File: src/sv/irqd_pkg.sv
`timescale 1ns / 1ps
// Shared types and constants of the interrupt distributor and CPU interface.
// Used by irqd_front, irqd_back and interrupt_distributor_cpu_interface.
package irqd_pkg;
   localparam int NumIrqs    = 64;
   localparam int Rows       = NumIrqs / 4;
   localparam int RowW       = $clog2(Rows);
   localparam int IdW        = $clog2(NumIrqs);
   localparam int BitWords   = NumIrqs / 32;
   localparam int LowTgtRows = 32 / 4;
   localparam logic [9:0] SpuriousId = 10'd1023;
   localparam logic [8:0] IdlePrio   = 9'd256;

   localparam logic [1:0] FiltList = 2'd0;
   localparam logic [1:0] FiltSelf = 2'd2;

   localparam logic [1:0] RegDistEn = 2'd0;
   localparam logic [1:0] RegCpuEn  = 2'd1;
   localparam logic [1:0] RegMask   = 2'd2;
   localparam logic [1:0] RegCpu    = 2'd3;

   typedef enum logic [3:0] {
      OP_SET_EN   = 4'd0,
      OP_CLR_EN   = 4'd1,
      OP_SET_PEND = 4'd2,
      OP_CLR_PEND = 4'd3,
      OP_PRIO_WR  = 4'd4,
      OP_TGT_WR   = 4'd5,
      OP_ACK      = 4'd6,
      OP_EOI      = 4'd7,
      OP_SOFT     = 4'd8,
      OP_RD_EN    = 4'd9,
      OP_RD_PEND  = 4'd10,
      OP_RD_PRIO  = 4'd11,
      OP_RD_TGT   = 4'd12,
      OP_LINE     = 4'd13,
      OP_NONE     = 4'd14
   } op_type;

   typedef struct packed {
      op_type      op;
      logic [3:0]  word;
      logic [31:0] data;
   } cmd_type;

   typedef struct packed {
      logic       dist_en;
      logic       cpu_en;
      logic [7:0] mask;
      logic [2:0] cpu;
   } cfg_type;
endpackage

File: src/sv/irqd_front.sv
`timescale 1ns / 1ps
// Front end: accepts requests, decodes the kind and holds them in a
// two-entry queue for the back end. Depends on irqd_pkg.
module irqd_front (
   input  logic             clock,
   input  logic             reset,
   input  logic             req_tvalid,
   output logic             req_tready,
   input  logic [3:0]       req_tuser,
   input  logic [39:0]      req_tdata,
   output logic             q_valid,
   output irqd_pkg::cmd_type q_cmd,
   input  logic             q_pop
);
   irqd_pkg::cmd_type ent_ff [2];
   logic       wr_ptr_ff, wr_ptr_in;
   logic       rd_ptr_ff, rd_ptr_in;
   logic [1:0] cnt_ff, cnt_in;
   logic       push;
   irqd_pkg::op_type op;

   always_comb begin
      if (req_tuser inside {[irqd_pkg::OP_SET_EN:irqd_pkg::OP_LINE]}) begin
         op = irqd_pkg::op_type'(req_tuser);
      end else begin
         op = irqd_pkg::OP_NONE;
      end
   end

   assign req_tready = (cnt_ff != 2'd2);
   assign push       = req_tvalid && req_tready;
   assign q_valid    = (cnt_ff != 2'd0);
   assign q_cmd      = ent_ff[rd_ptr_ff];

   always_comb begin
      wr_ptr_in = push ? ~wr_ptr_ff : wr_ptr_ff;
      rd_ptr_in = q_pop ? ~rd_ptr_ff : rd_ptr_ff;
      cnt_in    = cnt_ff + 2'(push) - 2'(q_pop);
   end

   always_ff @(posedge clock) begin
      if (reset) begin
         wr_ptr_ff <= 1'b0;
         rd_ptr_ff <= 1'b0;
         cnt_ff    <= 2'd0;
      end else begin
         wr_ptr_ff <= wr_ptr_in;
         rd_ptr_ff <= rd_ptr_in;
         cnt_ff    <= cnt_in;
      end
   end

   always_ff @(posedge clock) begin
      if (push) begin
         ent_ff[wr_ptr_ff] <= '{op: op, word: req_tdata[3:0], data: req_tdata[35:4]};
      end
   end

`ifndef SYNTH
   a_pop_nonempty: assert property (@(posedge clock) disable iff (reset)
      q_pop |-> q_valid) else $error("pop from empty queue");
   a_cnt_range: assert property (@(posedge clock) disable iff (reset)
      cnt_ff != 2'd3) else $error("queue count out of range");
   a_full_stall: assert property (@(posedge clock) disable iff (reset)
      (cnt_ff == 2'd2) |-> !req_tready) else $error("full queue accepts");
`endif
endmodule

File: src/sv/irqd_back.sv
`timescale 1ns / 1ps
// Back end: interrupt state, priority and target row memories, the
// row-by-row selection scan and the result register. Depends on irqd_pkg.
module irqd_back (
   input  logic              clock,
   input  logic              reset,
   input  irqd_pkg::cfg_type cfg,
   input  logic              q_valid,
   input  irqd_pkg::cmd_type q_cmd,
   output logic              q_pop,
   output logic              rsp_tvalid,
   input  logic              rsp_tready,
   output logic [39:0]       rsp_tdata
);
   typedef enum logic [2:0] {
      ST_IDLE, ST_EXEC, ST_RDWAIT, ST_RUN, ST_SEL, ST_DONE
   } state_type;

   localparam int NumIrqs = irqd_pkg::NumIrqs;
   localparam int Rows    = irqd_pkg::Rows;
   localparam int RowW    = irqd_pkg::RowW;
   localparam int IdW     = irqd_pkg::IdW;

   state_type state_ff, state_in;
   irqd_pkg::cmd_type cmd_ff, cmd_in;
   logic [NumIrqs-1:0] en_ff, en_in, pend_ff, pend_in, act_ff, act_in;
   logic [Rows-1:0]    pvld_ff, pvld_in, tvld_ff, tvld_in;
   logic [31:0]        prio_mem [Rows];
   logic [31:0]        tgt_mem [Rows];
   logic [31:0]        prio_q_ff, tgt_q_ff;
   logic [RowW:0]      cnt_ff, cnt_in;
   logic [RowW-1:0]    row_ff, rd_addr;
   logic [8:0]         run_ff, run_in, best_ff, best_in;
   logic [IdW-1:0]     bid_ff, bid_in;
   logic               found_ff, found_in;
   logic [31:0]        rd_ff, rd_in;
   logic               out_vld_ff, out_vld_in;
   logic [39:0]        out_ff, out_in;
   logic               load;
   logic               word_in_rows;
   logic               prio_we, tgt_we;
   logic               hit_ok;

   logic [8:0]     run_nxt, best_nxt;
   logic [IdW-1:0] bid_nxt;
   logic           found_nxt;

   assign word_in_rows = (32'(cmd_ff.word) < Rows);
   assign prio_we = (state_ff == ST_EXEC) && (cmd_ff.op == irqd_pkg::OP_PRIO_WR) && word_in_rows;
   assign tgt_we  = (state_ff == ST_EXEC) && (cmd_ff.op == irqd_pkg::OP_TGT_WR) && word_in_rows
                    && (32'(cmd_ff.word) >= irqd_pkg::LowTgtRows);
   assign rd_addr = (state_ff == ST_EXEC) ? cmd_ff.word[RowW-1:0] : cnt_ff[RowW-1:0];
   assign hit_ok  = found_ff && cfg.dist_en && cfg.cpu_en;
   assign load    = (state_ff == ST_DONE) && (!out_vld_ff || rsp_tready);

   always_ff @(posedge clock) begin
      if (prio_we) begin
         prio_mem[cmd_ff.word[RowW-1:0]] <= cmd_ff.data;
      end
      if (tgt_we) begin
         tgt_mem[cmd_ff.word[RowW-1:0]] <= cmd_ff.data;
      end
      prio_q_ff <= pvld_ff[rd_addr] ? prio_mem[rd_addr] : 32'd0;
      tgt_q_ff  <= tvld_ff[rd_addr] ? tgt_mem[rd_addr] : 32'd0;
   end

   always_comb begin
      logic [IdW-1:0] id;
      logic [7:0]     p, t;
      logic           qual;
      run_nxt   = run_ff;
      best_nxt  = best_ff;
      bid_nxt   = bid_ff;
      found_nxt = found_ff;
      for (int k = 0; k < 4; k++) begin
         id = {row_ff, 2'(k)};
         p  = prio_q_ff[8*k +: 8];
         t  = tgt_q_ff[8*k +: 8];
         if (act_ff[id] && ({1'b0, p} < run_nxt)) begin
            run_nxt = {1'b0, p};
         end
         qual = en_ff[id] && pend_ff[id]
                && ((32'(row_ff) < irqd_pkg::LowTgtRows) || t[cfg.cpu])
                && (p < cfg.mask) && ({1'b0, p} < run_ff) && ({1'b0, p} < best_nxt);
         if (qual) begin
            best_nxt  = {1'b0, p};
            bid_nxt   = id;
            found_nxt = 1'b1;
         end
      end
   end

   always_comb begin
      logic [9:0] id10;
      logic       soft_hit;
      en_in   = en_ff;
      pend_in = pend_ff;
      act_in  = act_ff;
      pvld_in = pvld_ff;
      tvld_in = tvld_ff;
      id10    = cmd_ff.data[9:0];
      soft_hit = ((cmd_ff.data[25:24] == irqd_pkg::FiltList) && cmd_ff.data[16 + cfg.cpu])
                 || (cmd_ff.data[25:24] == irqd_pkg::FiltSelf);
      if (state_ff == ST_EXEC) begin
         for (int i = 0; i < NumIrqs; i++) begin
            if ((32'(cmd_ff.word) == (i >> 5)) && cmd_ff.data[i & 31]) begin
               case (cmd_ff.op)
                  irqd_pkg::OP_SET_EN:   en_in[i]   = 1'b1;
                  irqd_pkg::OP_CLR_EN:   en_in[i]   = 1'b0;
                  irqd_pkg::OP_SET_PEND: pend_in[i] = 1'b1;
                  irqd_pkg::OP_CLR_PEND: pend_in[i] = 1'b0;
                  default: ;
               endcase
            end
         end
         case (cmd_ff.op)
            irqd_pkg::OP_EOI:
               if (32'(id10) < NumIrqs) act_in[id10[IdW-1:0]] = 1'b0;
            irqd_pkg::OP_SOFT:
               if (soft_hit) pend_in[IdW'(cmd_ff.data[3:0])] = 1'b1;
            irqd_pkg::OP_LINE:
               if ((id10 >= 10'd16) && (32'(id10) < NumIrqs)) pend_in[id10[IdW-1:0]] = 1'b1;
            default: ;
         endcase
         if (prio_we) pvld_in[cmd_ff.word[RowW-1:0]] = 1'b1;
         if (tgt_we) tvld_in[cmd_ff.word[RowW-1:0]] = 1'b1;
      end
      if (load && (cmd_ff.op == irqd_pkg::OP_ACK) && hit_ok) begin
         act_in[bid_ff]  = 1'b1;
         pend_in[bid_ff] = 1'b0;
      end
   end

   always_comb begin
      state_in = state_ff;
      cmd_in   = cmd_ff;
      cnt_in   = cnt_ff;
      run_in   = run_ff;
      best_in  = best_ff;
      bid_in   = bid_ff;
      found_in = found_ff;
      rd_in    = rd_ff;
      q_pop    = 1'b0;
      out_in   = out_ff;
      out_vld_in = (out_vld_ff && !rsp_tready) ? 1'b1 : 1'b0;
      case (state_ff)
         ST_IDLE: begin
            cnt_in = '0;
            if (q_valid) begin
               q_pop    = 1'b1;
               cmd_in   = q_cmd;
               state_in = ST_EXEC;
            end
         end
         ST_EXEC: begin
            rd_in  = 32'd0;
            run_in = irqd_pkg::IdlePrio;
            for (int w = 0; w < irqd_pkg::BitWords; w++) begin
               if (32'(cmd_ff.word) == w) begin
                  if (cmd_ff.op == irqd_pkg::OP_RD_EN) rd_in = en_ff[32*w +: 32];
                  if (cmd_ff.op == irqd_pkg::OP_RD_PEND) rd_in = pend_ff[32*w +: 32];
               end
            end
            if ((cmd_ff.op == irqd_pkg::OP_RD_PRIO) || (cmd_ff.op == irqd_pkg::OP_RD_TGT)) begin
               state_in = ST_RDWAIT;
            end else begin
               state_in = ST_RUN;
            end
         end
         ST_RDWAIT: begin
            if (!word_in_rows) begin
               rd_in = 32'd0;
            end else if (cmd_ff.op == irqd_pkg::OP_RD_PRIO) begin
               rd_in = prio_q_ff;
            end else if (32'(cmd_ff.word) < irqd_pkg::LowTgtRows) begin
               rd_in = {4{8'd1 << cfg.cpu}};
            end else begin
               rd_in = tgt_q_ff;
            end
            state_in = ST_RUN;
         end
         ST_RUN: begin
            cnt_in = cnt_ff + 1'b1;
            if (cnt_ff != '0) run_in = run_nxt;
            if (cnt_ff == (RowW+1)'(Rows)) begin
               cnt_in   = '0;
               best_in  = irqd_pkg::IdlePrio;
               found_in = 1'b0;
               state_in = ST_SEL;
            end
         end
         ST_SEL: begin
            cnt_in = cnt_ff + 1'b1;
            if (cnt_ff != '0) begin
               best_in  = best_nxt;
               bid_in   = bid_nxt;
               found_in = found_nxt;
            end
            if (cnt_ff == (RowW+1)'(Rows)) begin
               cnt_in   = '0;
               state_in = ST_DONE;
            end
         end
         ST_DONE: begin
            if (load) begin
               out_vld_in = 1'b1;
               if (cmd_ff.op == irqd_pkg::OP_ACK) begin
                  out_in = {8'd0, 32'(hit_ok ? 10'(bid_ff) : irqd_pkg::SpuriousId)};
               end else begin
                  out_in = {7'd0, hit_ok, rd_ff};
               end
               state_in = ST_IDLE;
            end
         end
         default: state_in = ST_IDLE;
      endcase
   end

   always_ff @(posedge clock) begin
      if (reset) begin
         state_ff   <= ST_IDLE;
         cnt_ff     <= '0;
         out_vld_ff <= 1'b0;
         en_ff      <= '0;
         pend_ff    <= '0;
         act_ff     <= '0;
         pvld_ff    <= '0;
         tvld_ff    <= '0;
      end else begin
         state_ff   <= state_in;
         cnt_ff     <= cnt_in;
         out_vld_ff <= out_vld_in;
         en_ff      <= en_in;
         pend_ff    <= pend_in;
         act_ff     <= act_in;
         pvld_ff    <= pvld_in;
         tvld_ff    <= tvld_in;
      end
      cmd_ff   <= cmd_in;
      row_ff   <= cnt_ff[RowW-1:0];
      run_ff   <= run_in;
      best_ff  <= best_in;
      bid_ff   <= bid_in;
      found_ff <= found_in;
      rd_ff    <= rd_in;
      out_ff   <= out_in;
   end

   assign rsp_tvalid = out_vld_ff;
   assign rsp_tdata  = out_ff;

`ifndef SYNTH
   a_ack_no_req: assert property (@(posedge clock) disable iff (reset)
      (load && (cmd_ff.op == irqd_pkg::OP_ACK)) |=> !rsp_tdata[32])
      else $error("acknowledge result signals a request");
   a_cnt_bound: assert property (@(posedge clock) disable iff (reset)
      cnt_ff <= (RowW+1)'(Rows)) else $error("scan count overrun");
   a_pop_idle: assert property (@(posedge clock) disable iff (reset)
      q_pop |-> (state_ff == ST_IDLE)) else $error("pop while busy");
`endif
endmodule

File: src/sv/interrupt_distributor_cpu_interface.sv
`timescale 1ns / 1ps
// Top level of the interrupt distributor and CPU interface: control
// registers and the front and back ends. Depends on irqd_pkg, irqd_front, irqd_back.
//
//   channel  | direction | contents
//   req_     | in        | one bus access or source pulse
//   rsp_     | out       | read data and interrupt request line
//   csr_     | in/out    | enables, priority mask, CPU number
//
// Each request passes through the back end in order: pop, decode and state update
// (plus a memory read wait for priority and target reads), two passes over the 16
// memory rows (running priority, then selection) and the load of the result register.
// The two-entry queue keeps taking requests while the back end works; a held
// response stalls the back end in its last state and then fills the queue.
// Reset is synchronous and clears all interrupt state at once.
module interrupt_distributor_cpu_interface (
   input  logic        clock,
   input  logic        reset,
   input  logic        req_tvalid,
   output logic        req_tready,
   input  logic [39:0] req_tdata,  // word_index[3:0], write_data[35:4], zero pad
   input  logic [3:0]  req_tuser,  // kind[3:0]
   output logic        rsp_tvalid,
   input  logic        rsp_tready,
   output logic [39:0] rsp_tdata,  // read_data[31:0], interrupt_request[32], zero pad
   input  logic        csr_psel,
   input  logic        csr_penable,
   input  logic        csr_pwrite,
   input  logic [3:0]  csr_paddr,
   input  logic [31:0] csr_pwdata,
   output logic [31:0] csr_prdata,
   output logic        csr_pready
);
   irqd_pkg::cfg_type cfg_ff, cfg_in;
   irqd_pkg::cmd_type q_cmd;
   logic q_valid, q_pop, wr_en;

   assign csr_pready = 1'b1;
   assign wr_en = csr_psel && csr_penable && csr_pwrite && csr_pready;

   always_comb begin
      cfg_in = cfg_ff;
      if (wr_en) begin
         case (csr_paddr[3:2])
            irqd_pkg::RegDistEn: cfg_in.dist_en = csr_pwdata[0];
            irqd_pkg::RegCpuEn:  cfg_in.cpu_en  = csr_pwdata[0];
            irqd_pkg::RegMask:   cfg_in.mask    = csr_pwdata[7:0];
            irqd_pkg::RegCpu:    cfg_in.cpu     = csr_pwdata[2:0];
            default: ;
         endcase
      end
      case (csr_paddr[3:2])
         irqd_pkg::RegDistEn: csr_prdata = {31'd0, cfg_ff.dist_en};
         irqd_pkg::RegCpuEn:  csr_prdata = {31'd0, cfg_ff.cpu_en};
         irqd_pkg::RegMask:   csr_prdata = {24'd0, cfg_ff.mask};
         irqd_pkg::RegCpu:    csr_prdata = {29'd0, cfg_ff.cpu};
         default:             csr_prdata = 32'd0;
      endcase
   end

   always_ff @(posedge clock) begin
      if (reset) begin
         cfg_ff <= '0;
      end else begin
         cfg_ff <= cfg_in;
      end
   end

   irqd_front u_front (
      .clock      (clock),
      .reset      (reset),
      .req_tvalid (req_tvalid),
      .req_tready (req_tready),
      .req_tuser  (req_tuser),
      .req_tdata  (req_tdata),
      .q_valid    (q_valid),
      .q_cmd      (q_cmd),
      .q_pop      (q_pop)
   );

   irqd_back u_back (
      .clock      (clock),
      .reset      (reset),
      .cfg        (cfg_ff),
      .q_valid    (q_valid),
      .q_cmd      (q_cmd),
      .q_pop      (q_pop),
      .rsp_tvalid (rsp_tvalid),
      .rsp_tready (rsp_tready),
      .rsp_tdata  (rsp_tdata)
   );
endmodule
File: config.mk
export PLATFORM = sky130hd
export DESIGN_NAME = interrupt_distributor_cpu_interface
export DESIGN_NICKNAME = d
export VERILOG_FILES = /design/src/sv/irqd_pkg.sv /design/src/sv/irqd_front.sv /design/src/sv/irqd_back.sv /design/src/sv/interrupt_distributor_cpu_interface.sv
export SDC_FILE = /design/constraint.sdc
export NUM_CORES = 2
export LEC_CHECK = 0
export BUFFER_PORTS_ARGS = -buffer_cell sky130_fd_sc_hd__clkbuf_2
export CAP_MARGIN = 20
export CORE_AREA = 3 3 325 391
export CTS_BUF_LIST = sky130_fd_sc_hd__clkbuf_2 sky130_fd_sc_hd__clkbuf_4 sky130_fd_sc_hd__clkbuf_8
export CTS_CLUSTER_DIAMETER = 120
export DETAILED_ROUTE_END_ITERATION = 8
export DIE_AREA = 0 0 328 394
export GPL_ROUTABILITY_DRIVEN = 1
export PLACE_DENSITY = 0.7
export SYNTH_ARGS = -nofsm -noshare
export SYNTH_HDL_FRONTEND = slang
export SYNTH_SLANG_ARGS = --single-unit
File: constraint.sdc
create_clock -name clock -period 14.5 [get_ports clock]
set_input_delay 0.725 -clock clock [delete_from_list [all_inputs] [get_ports clock]]
set_output_delay 0.725 -clock clock [all_outputs]
set_load 0.005 [all_outputs]
== Yosys cells after proc, flatten, opt, wreduce, memory -nomap -nowiden ==
Memories as Yosys holds them, arrays and structs flattened. A register that Yosys moved wholly into a read port is not among the register bits.
Index checks and enable logic that the tools add are counted.

* Reduce and logical (&&, ||, !) cells: 210
* Mux-type cells: 305
* Equality and inequality tests: 32
* Order comparisons: 37
* Bitwise logic cells: 11
* Add/subtract/negate cells: 4
* Shifts and indexed selects: 1

{| class="wikitable"
|+ Operators with widths
! operator !! count
|-
| two-way mux 64 bit || 8
|-
| two-way mux 32 bit || 9
|-
| AND reduction 3 bit || 66
|-
| two-way mux 1 bit || 169
|-
| case mux 1 bit (2 select lines) || 66
|-
| bitwise AND 64 bit || 2
|-
| NOT 64 bit || 2
|-
| bitwise OR 64 bit || 2
|-
| case mux 32 bit (4 select lines) || 1
|-
| case mux 64 bit (2 select lines) || 1
|-
| logical AND 1 bit || 107
|-
| less-than comparator 8 x 9 -> 1 bit || 11
|-
| two-way mux 9 bit || 11
|-
| bitwise OR 64 x 16 -> 64 bit || 1
|-
| case mux 32 bit (2 select lines) || 1
|-
| binary-select mux 1 bit (select 4 bit) || 14
|-
| less-than comparator 6 x 7 -> 1 bit (second input constant) || 6
|-
| case mux 9 bit (2 select lines) || 2
|-
| less-than comparator 32 x 6 -> 1 bit (second input constant) || 1
|-
| less-than comparator 8 bit || 4
|-
| bitwise OR 16 bit || 2
|-
| == test 4 bit (second input constant) || 6
|-
| two-way mux 6 bit || 4
|-
| case mux 3 bit (6 select lines) || 1
|-
| other kinds (48) || 103
|}

* Output and inout port bits: 75
* RAM bits: 1104
* Input port bits: 87
* Register bits: 351
* Memories: 3

{| class="wikitable"
|+ Memories
! memory !! depth !! bits a word !! read ports !! clocked after Yosys merged registers in !! wr ports !! line !! source
|-
| u_back.prio_mem || 16 || 32 || 1 || 1 || 1 || irqd_back.sv:28 || <nowiki>logic [31:0] prio_mem [Rows];</nowiki>
|-
| u_back.tgt_mem || 16 || 32 || 1 || 1 || 1 || irqd_back.sv:29 || <nowiki>logic [31:0] tgt_mem [Rows];</nowiki>
|-
| u_front.ent_ff || 2 || 40 || 1 || 1 || 1 || irqd_front.sv:15 || <nowiki>irqd_pkg::cmd_type ent_ff [2];</nowiki>
|}

== Logic depth before layout (Yosys ltp) ==
* Depth in word-level cells: 19
* Mapped depth: 40

== By module ==
Synthesis repeated with hierarchy kept, for this count alone.

* Cells, all modules: 5701
* Area, all modules: 66877.9 um^2

{| class="wikitable"
|+ By module, submodules not included
! module !! cells an instance !! area each (um^2) !! sequential area each (um^2) !! instances
|-
| irqd_back || 5447 || 62844.0 || 40679.0 || 1
|-
| irqd_front || 157 || 3153.0 || 2502.4 || 1
|-
| interrupt_distributor_cpu_interface || 97 || 880.8 || 260.2 || 1
|}

== Worst setup path before layout ==
No wires, ideal clock.

* Path type: register to register
* From: register cfg_ff[5] (netlist name)
* To: register u_back.bid_ff[0], enable pin
* Data required time: 14134 ps
* Setup slack: 6454 ps
* Cell stages (with the launch flop): 41
* Period minus slack after synthesis: 8046 ps
* Arrival time: 7679 ps
* Library setup time: 366 ps
* Path buffers: 3
* Cell sequence: dfxtp_1 inv_1 ha_1 a211o_1 a31oi_1 o32ai_1 nor3_1 nand3_4 mux2_2 inv_1 ha_1 nand2_1 a21oi_1 nand2_1 o32a_1 o31ai_1 a21oi_1 o31ai_1 [5 not listed] a21o_1 a21oi_1 a21o_1 a21oi_1 nor2_1 a31oi_1 buf_4 mux2_4 ha_1 a21o_1 a21oi_1 inv_1 a31oi_1 a211oi_1 a31o_2 or3_1 buf_6 a311oi_2

* Longest elaborated chain between the ends: 15
* Elaborated cells between the ends (all ways): 24
* Classes of those cells: order compare (7); mux (3); reduce/logical (14)

{| class="wikitable"
|+ Ends and longest elaborated chain
! element !! line !! source
|-
| from (decl) || interrupt_distributor_cpu_interface.sv:34 || <nowiki>irqd_pkg::cfg_type cfg_ff, cfg_in;</nowiki>
|-
| from (signal assigned) || interrupt_distributor_cpu_interface.sv:65 || <nowiki>cfg_ff <= cfg_in;</nowiki>
|-
| less-than comparator 8 bit || irqd_back.sv:84 || <nowiki>&& (p < cfg.mask) && ({1'b0, p} < run_ff) && ({1'b0, p} < best_nxt);</nowiki>
|-
| logical AND 1 bit (3 in series) || irqd_back.sv:84 ||
|-
| two-way mux 9 bit || irqd_back.sv:85 || <nowiki>if (qual) begin</nowiki>
|-
| less-than comparator 8 x 9 -> 1 bit || irqd_back.sv:84 ||
|-
| logical AND 1 bit || irqd_back.sv:84 ||
|-
| two-way mux 9 bit || irqd_back.sv:85 ||
|-
| less-than comparator 8 x 9 -> 1 bit || irqd_back.sv:84 ||
|-
| logical AND 1 bit || irqd_back.sv:84 ||
|-
| two-way mux 9 bit || irqd_back.sv:85 ||
|-
| less-than comparator 8 x 9 -> 1 bit || irqd_back.sv:84 ||
|-
| logical AND 1 bit || irqd_back.sv:84 ||
|-
| nonzero test 4 bit (no line) * || -- ||
|-
| AND reduction 3 bit (no line) * || -- ||
|-
| to (signal assigned) || irqd_back.sv:243 || <nowiki>bid_ff <= bid_in;</nowiki>
|-
| to (decl) || irqd_back.sv:34 || <nowiki>logic [IdW-1:0] bid_ff, bid_in;</nowiki>
|}

Mark *: on every way between the ends. The rest lies on a longest branch, timed or not.
A chain may end at the register's enable or synchronous reset.

== Final worst setup path ==
* From: register u_back.row_ff[1]
* To: register u_back.bid_ff[0], enable pin

* Longest elaborated chain between the ends: 18
* Elaborated cells between the ends (all ways): 49
* Classes of those cells: order compare (4); mux (19); reduce/logical (26)

{| class="wikitable"
|+ Ends and longest elaborated chain
! element !! line !! source
|-
| from (decl) || irqd_back.sv:32 || <nowiki>logic [RowW-1:0] row_ff, rd_addr;</nowiki>
|-
| from (signal assigned) || irqd_back.sv:240 || <nowiki>row_ff <= cnt_ff[RowW-1:0];</nowiki>
|-
| binary-select mux 1 bit (select 4 bit) || irqd_back.sv:82 || <nowiki>qual = en_ff[id] && pend_ff[id]</nowiki>
|-
| two-way mux 1 bit (not written as such) || irqd_back.sv:82 ||
|-
| logical AND 1 bit || irqd_back.sv:82 ||
|-
| logical AND 1 bit || irqd_back.sv:83 || <nowiki>&& ((32'(row_ff) < irqd_pkg::LowTgtRows) || t[cfg.cpu])</nowiki>
|-
| logical AND 1 bit (3 in series) || irqd_back.sv:84 ||
|-
| two-way mux 9 bit || irqd_back.sv:85 ||
|-
| less-than comparator 8 x 9 -> 1 bit || irqd_back.sv:84 ||
|-
| logical AND 1 bit || irqd_back.sv:84 ||
|-
| two-way mux 9 bit || irqd_back.sv:85 ||
|-
| less-than comparator 8 x 9 -> 1 bit || irqd_back.sv:84 ||
|-
| logical AND 1 bit || irqd_back.sv:84 ||
|-
| two-way mux 9 bit || irqd_back.sv:85 ||
|-
| less-than comparator 8 x 9 -> 1 bit || irqd_back.sv:84 ||
|-
| logical AND 1 bit || irqd_back.sv:84 ||
|-
| nonzero test 4 bit (no line) * || -- ||
|-
| AND reduction 3 bit (no line) * || -- ||
|}

Mark *: on every way between the ends. The rest lies on a longest branch, timed or not. The select of a mux whose other input is x is not followed.

==> results.tsv <==
metric	value	unit
Worst Hold Class	in -> reg	
maxcap violations	0	
io pins	162	
Mapped Avg Cell Area	11.71	um2
Reg2Reg Depth	37	
Power Density	164.7	mW/mm2
flops & latches, synth	1552	
Setup CP Type	reg -> reg	
Area Growth Syn to Fin	12.76	%
CP max-delay cell	buf_4	
Ys Warns	0	
vias per inst	6.058	
Lkg Pwr	27.01	nW
ys flop type	edfxtp_1	
Tot GR Track Use	0.2991	
CTS tree	done	
worst slew pin tran	1.150	ns
R2R Setup Slk	4.48	ns
asr flop ratio synth	0	
Final Hold Viols	0	
reg-to-reg startpoint	u_back.row_ff[1]$_DFF_P_	
Max Clk Rate	0.09981	GHz
CP arrival	10.59	ns
PortBufs	99	
share of layout cells above drive strength 1	0.1282	
drt drc	0	
CTS max path bufs	3	
Bufs and invs on worst path	4	
dpl hpwl	118600	um
Crit path top cell by count	a21oi_1	
CP peak stage delay	0.73	ns
CP top delay family	compound AO/OA/AOI/OAI gates	
RSZ-0062 raised after global routing	false	
Mapped Area	0.06653	mm2
crit start category	flip-flop	
VDD IR-drop max	0.1064	mV
Slew headroom	0.2316	
period utilization	0.6909	
Die Wd	328	um
CTS root buf	clkbuf_8	
initial antenna violation count	15	
total number of vias	47860	
Clock Skews	0.05591	ns
final WL	196600	um
post-synthesis sequential area ratio	0.6527	
drt wl/cell	24.89	um
Hold Crit Start	csr_pwdata[0]	
first-pass GRT wire length	287400	um
Cell variety after synth	76	
Rows	141	
worst-skew pair later-pin latency	0.95	ns
largest net degree at the start of global routing	167	
Iteration-0 DRC Markers	5705	
setup bufs post-CTS	0	
Worst Hold Path EP	cfg_ff[12]$_SDFFE_PP0P_	
Hold Crit Depth	3	
CTS sink cnt	1552	
cts repair resizes	0	
initial core utilization	0.5395	
final net count	6246	
gr ovfl total	0	
DIE AREA	0.1292	mm2
Clk pin slew, worst setup/hold paths	0.07	ns
Post-Synthesis Cells	5680	
Slew Viols, Final	0	
final hold slack	0.08742	ns
DR pass1 iterations	9	
Final TNS setup	0	ns
die height	394	um
Final GP Congestion	0.9563	
Core Footprint	0.1233	mm2
Crit. End Element	flip-flop	
H-Tree Depth	4	
Post-DRT Antenna Nets	0	
Post-synth EDFFs	1234	
critical path peak fanout	67	
Required @ worst endpoint	15.08	ns
min cycle time layout	10.02	ns
vias in the first global route	45353	
status	completed	
final setup vio count	0	
CTS buffer count	229	
RR Endpoint	u_back.bid_ff[0]$_SDFFCE_PP1P_	
area by class of cell:
| cell class | instances | area [um2] |
|---|---|---|
| clock buffer | 314 | 3852 |
| multi-input combinational | 3914 | 22460 |
| inverter | 59 | 221.5 |
| tap | 1644 | 2057 |
| clock inverter | 112 | 754.5 |
| timing repair buffer | 296 | 2232 |
| antenna | 9 | 22.52 |
| sequential | 1552 | 43430 |
| fill | 9607 | 48300 |
Yosys cell counts, types with 16 or more instances:
cell type | number | area share
a2111oi_0 | 18 | 0.0024
a211oi_1 | 137 | 0.015
a21o_1 | 34 | 0.0038
a21oi_1 | 236 | 0.018
a221o_1 | 16 | 0.0024
a221oi_1 | 42 | 0.0055
a222oi_1 | 16 | 0.0024
a311oi_1 | 198 | 0.026
a31oi_1 | 83 | 0.0078
and3_1 | 135 | 0.013
buf_1 | 32 | 0.0018
buf_4 | 40 | 0.0045
clkbuf_1 | 356 | 0.020
dfxtp_1 | 318 | 0.096
edfxtp_1 | 1234 | 0.56
ha_1 | 107 | 0.020
inv_1 | 58 | 0.0033
mux2_2 | 63 | 0.011
mux2i_1 | 57 | 0.0086
mux4_2 | 42 | 0.014
nand2_1 | 1320 | 0.074
nand2b_1 | 32 | 0.0030
nand3_1 | 314 | 0.024
nor2_1 | 224 | 0.013
nor2b_1 | 56 | 0.0053
nor3_1 | 29 | 0.0022
nor3b_1 | 55 | 0.0062
o2111ai_1 | 22 | 0.0029
o21ai_0 | 246 | 0.019
what timing repair did:
item	in CTS	in global routing
setup endpoints to repair	0	0
hold buffers	46	0
hold endpoints to repair	87	0
through the flow:
stage / power (mW) / util / instances / instance area [um2] / setup WS [ns]
detailed placement: 8.817 / 0.5663 / 7413 / 69840 / 4.523
floorplan: 7.639 / - / 5966 / 67600 / 6.454
global route: 12.87 / 0.6082 / 7892 / 75000 / 3.870
global placement: 8.752 / 0.5662 / 7411 / 69820 / 4.508
finish: 12.36 / 0.6084 / 7900 / 75020 / 4.481
CTS: 12.34 / 0.6074 / 7885 / 74910 / 4.514
kinds of logic (layout without fill, tap and decap cells):
| family | Yosys count | in the layout | share of synthesized area |
|---|---|---|---|
| other cells | 2 | 297 | 0.0001129 |
| fa+ha+maj | 107 | 107 | 0.02012 |
| buf+inv | 500 | 781 | 0.03090 |
| xor+xnor | 6 | 6 | 0.0007899 |
| mux | 168 | 168 | 0.03481 |
| flops | 1552 | 1552 | 0.6527 |
| compound gates | 1125 | 1125 | 0.1145 |
| simple gates | 2220 | 2220 | 0.1461 |
registers in the layout (all words and copies together), names as in the netlist, 32 cells and up:
signal / count
u_back.cmd_ff: 40
u_back.pend_ff: 64
u_back.tgt_mem: 512
u_back.act_ff: 64
u_back.rsp_tdata: 33
u_back.en_ff: 64
u_front.ent_ff: 80
u_back.tgt_q_ff: 32
u_back.rd_ff: 32
u_back.prio_mem: 512
u_back.prio_q_ff: 32
power by group:
part,total [mW],switching (mW),internal [mW]
registers,5.79,0.254,5.53
clock network,3.55,1.68,1.87
logic,3.02,2.19,0.834
total,12.4,4.12,8.23
worst max path at each step:
stage / from / endpoint / cells past startpoint
floorplan: cfg_ff[5]$_SDFFE_PP0P_ / u_back.bid_ff[0]$_SDFFCE_PP1P_ / 40
global placement: u_back.row_ff[1]$_DFF_P_ / u_back.bid_ff[2]$_DFFE_PP_ / 37
detailed placement: u_back.row_ff[1]$_DFF_P_ / u_back.bid_ff[2]$_DFFE_PP_ / 37
CTS: u_back.row_ff[1]$_DFF_P_ / u_back.bid_ff[2]$_DFFE_PP_ / 37
global route: u_back.row_ff[1]$_DFF_P_ / u_back.bid_ff[2]$_DFFE_PP_ / 37
finish: u_back.row_ff[1]$_DFF_P_ / u_back.bid_ff[0]$_SDFFCE_PP1P_ / 37
tightest hold or removal path: cells and delay by family:
family | cells | cell delay, ns
buffers and inverters | 1 | 0.12
multiplexers | 1 | 0.07
AND/OR/NAND/NOR | 1 | 0.07
metal layers:
layer,share of wire,global-route usage
met3,0.090,0.06206
met4,0.066,0.1793
met1,0.38,0.3847
met5,0.00026,0
met2,0.46,0.4684
cells in the final DEF (no fill, tap or decap), types with 58 or more instances in the layout:
master,n
a211oi_1,137
dfxtp_1,315
edfxtp_1,1234
a311oi_1,198
ha_1,107
clkbuf_8,240
clkbuf_2,98
clkbuf_4,76
a21oi_1,234
o21ai_0,245
a31oi_1,83
buf_4,137
and3_1,133
inv_1,58
nand2_1,1318
nand3_1,313
nor2_1,200
mux2_2,63
conb_1,288
Note: power is estimated with default switching activity, not from simulation.
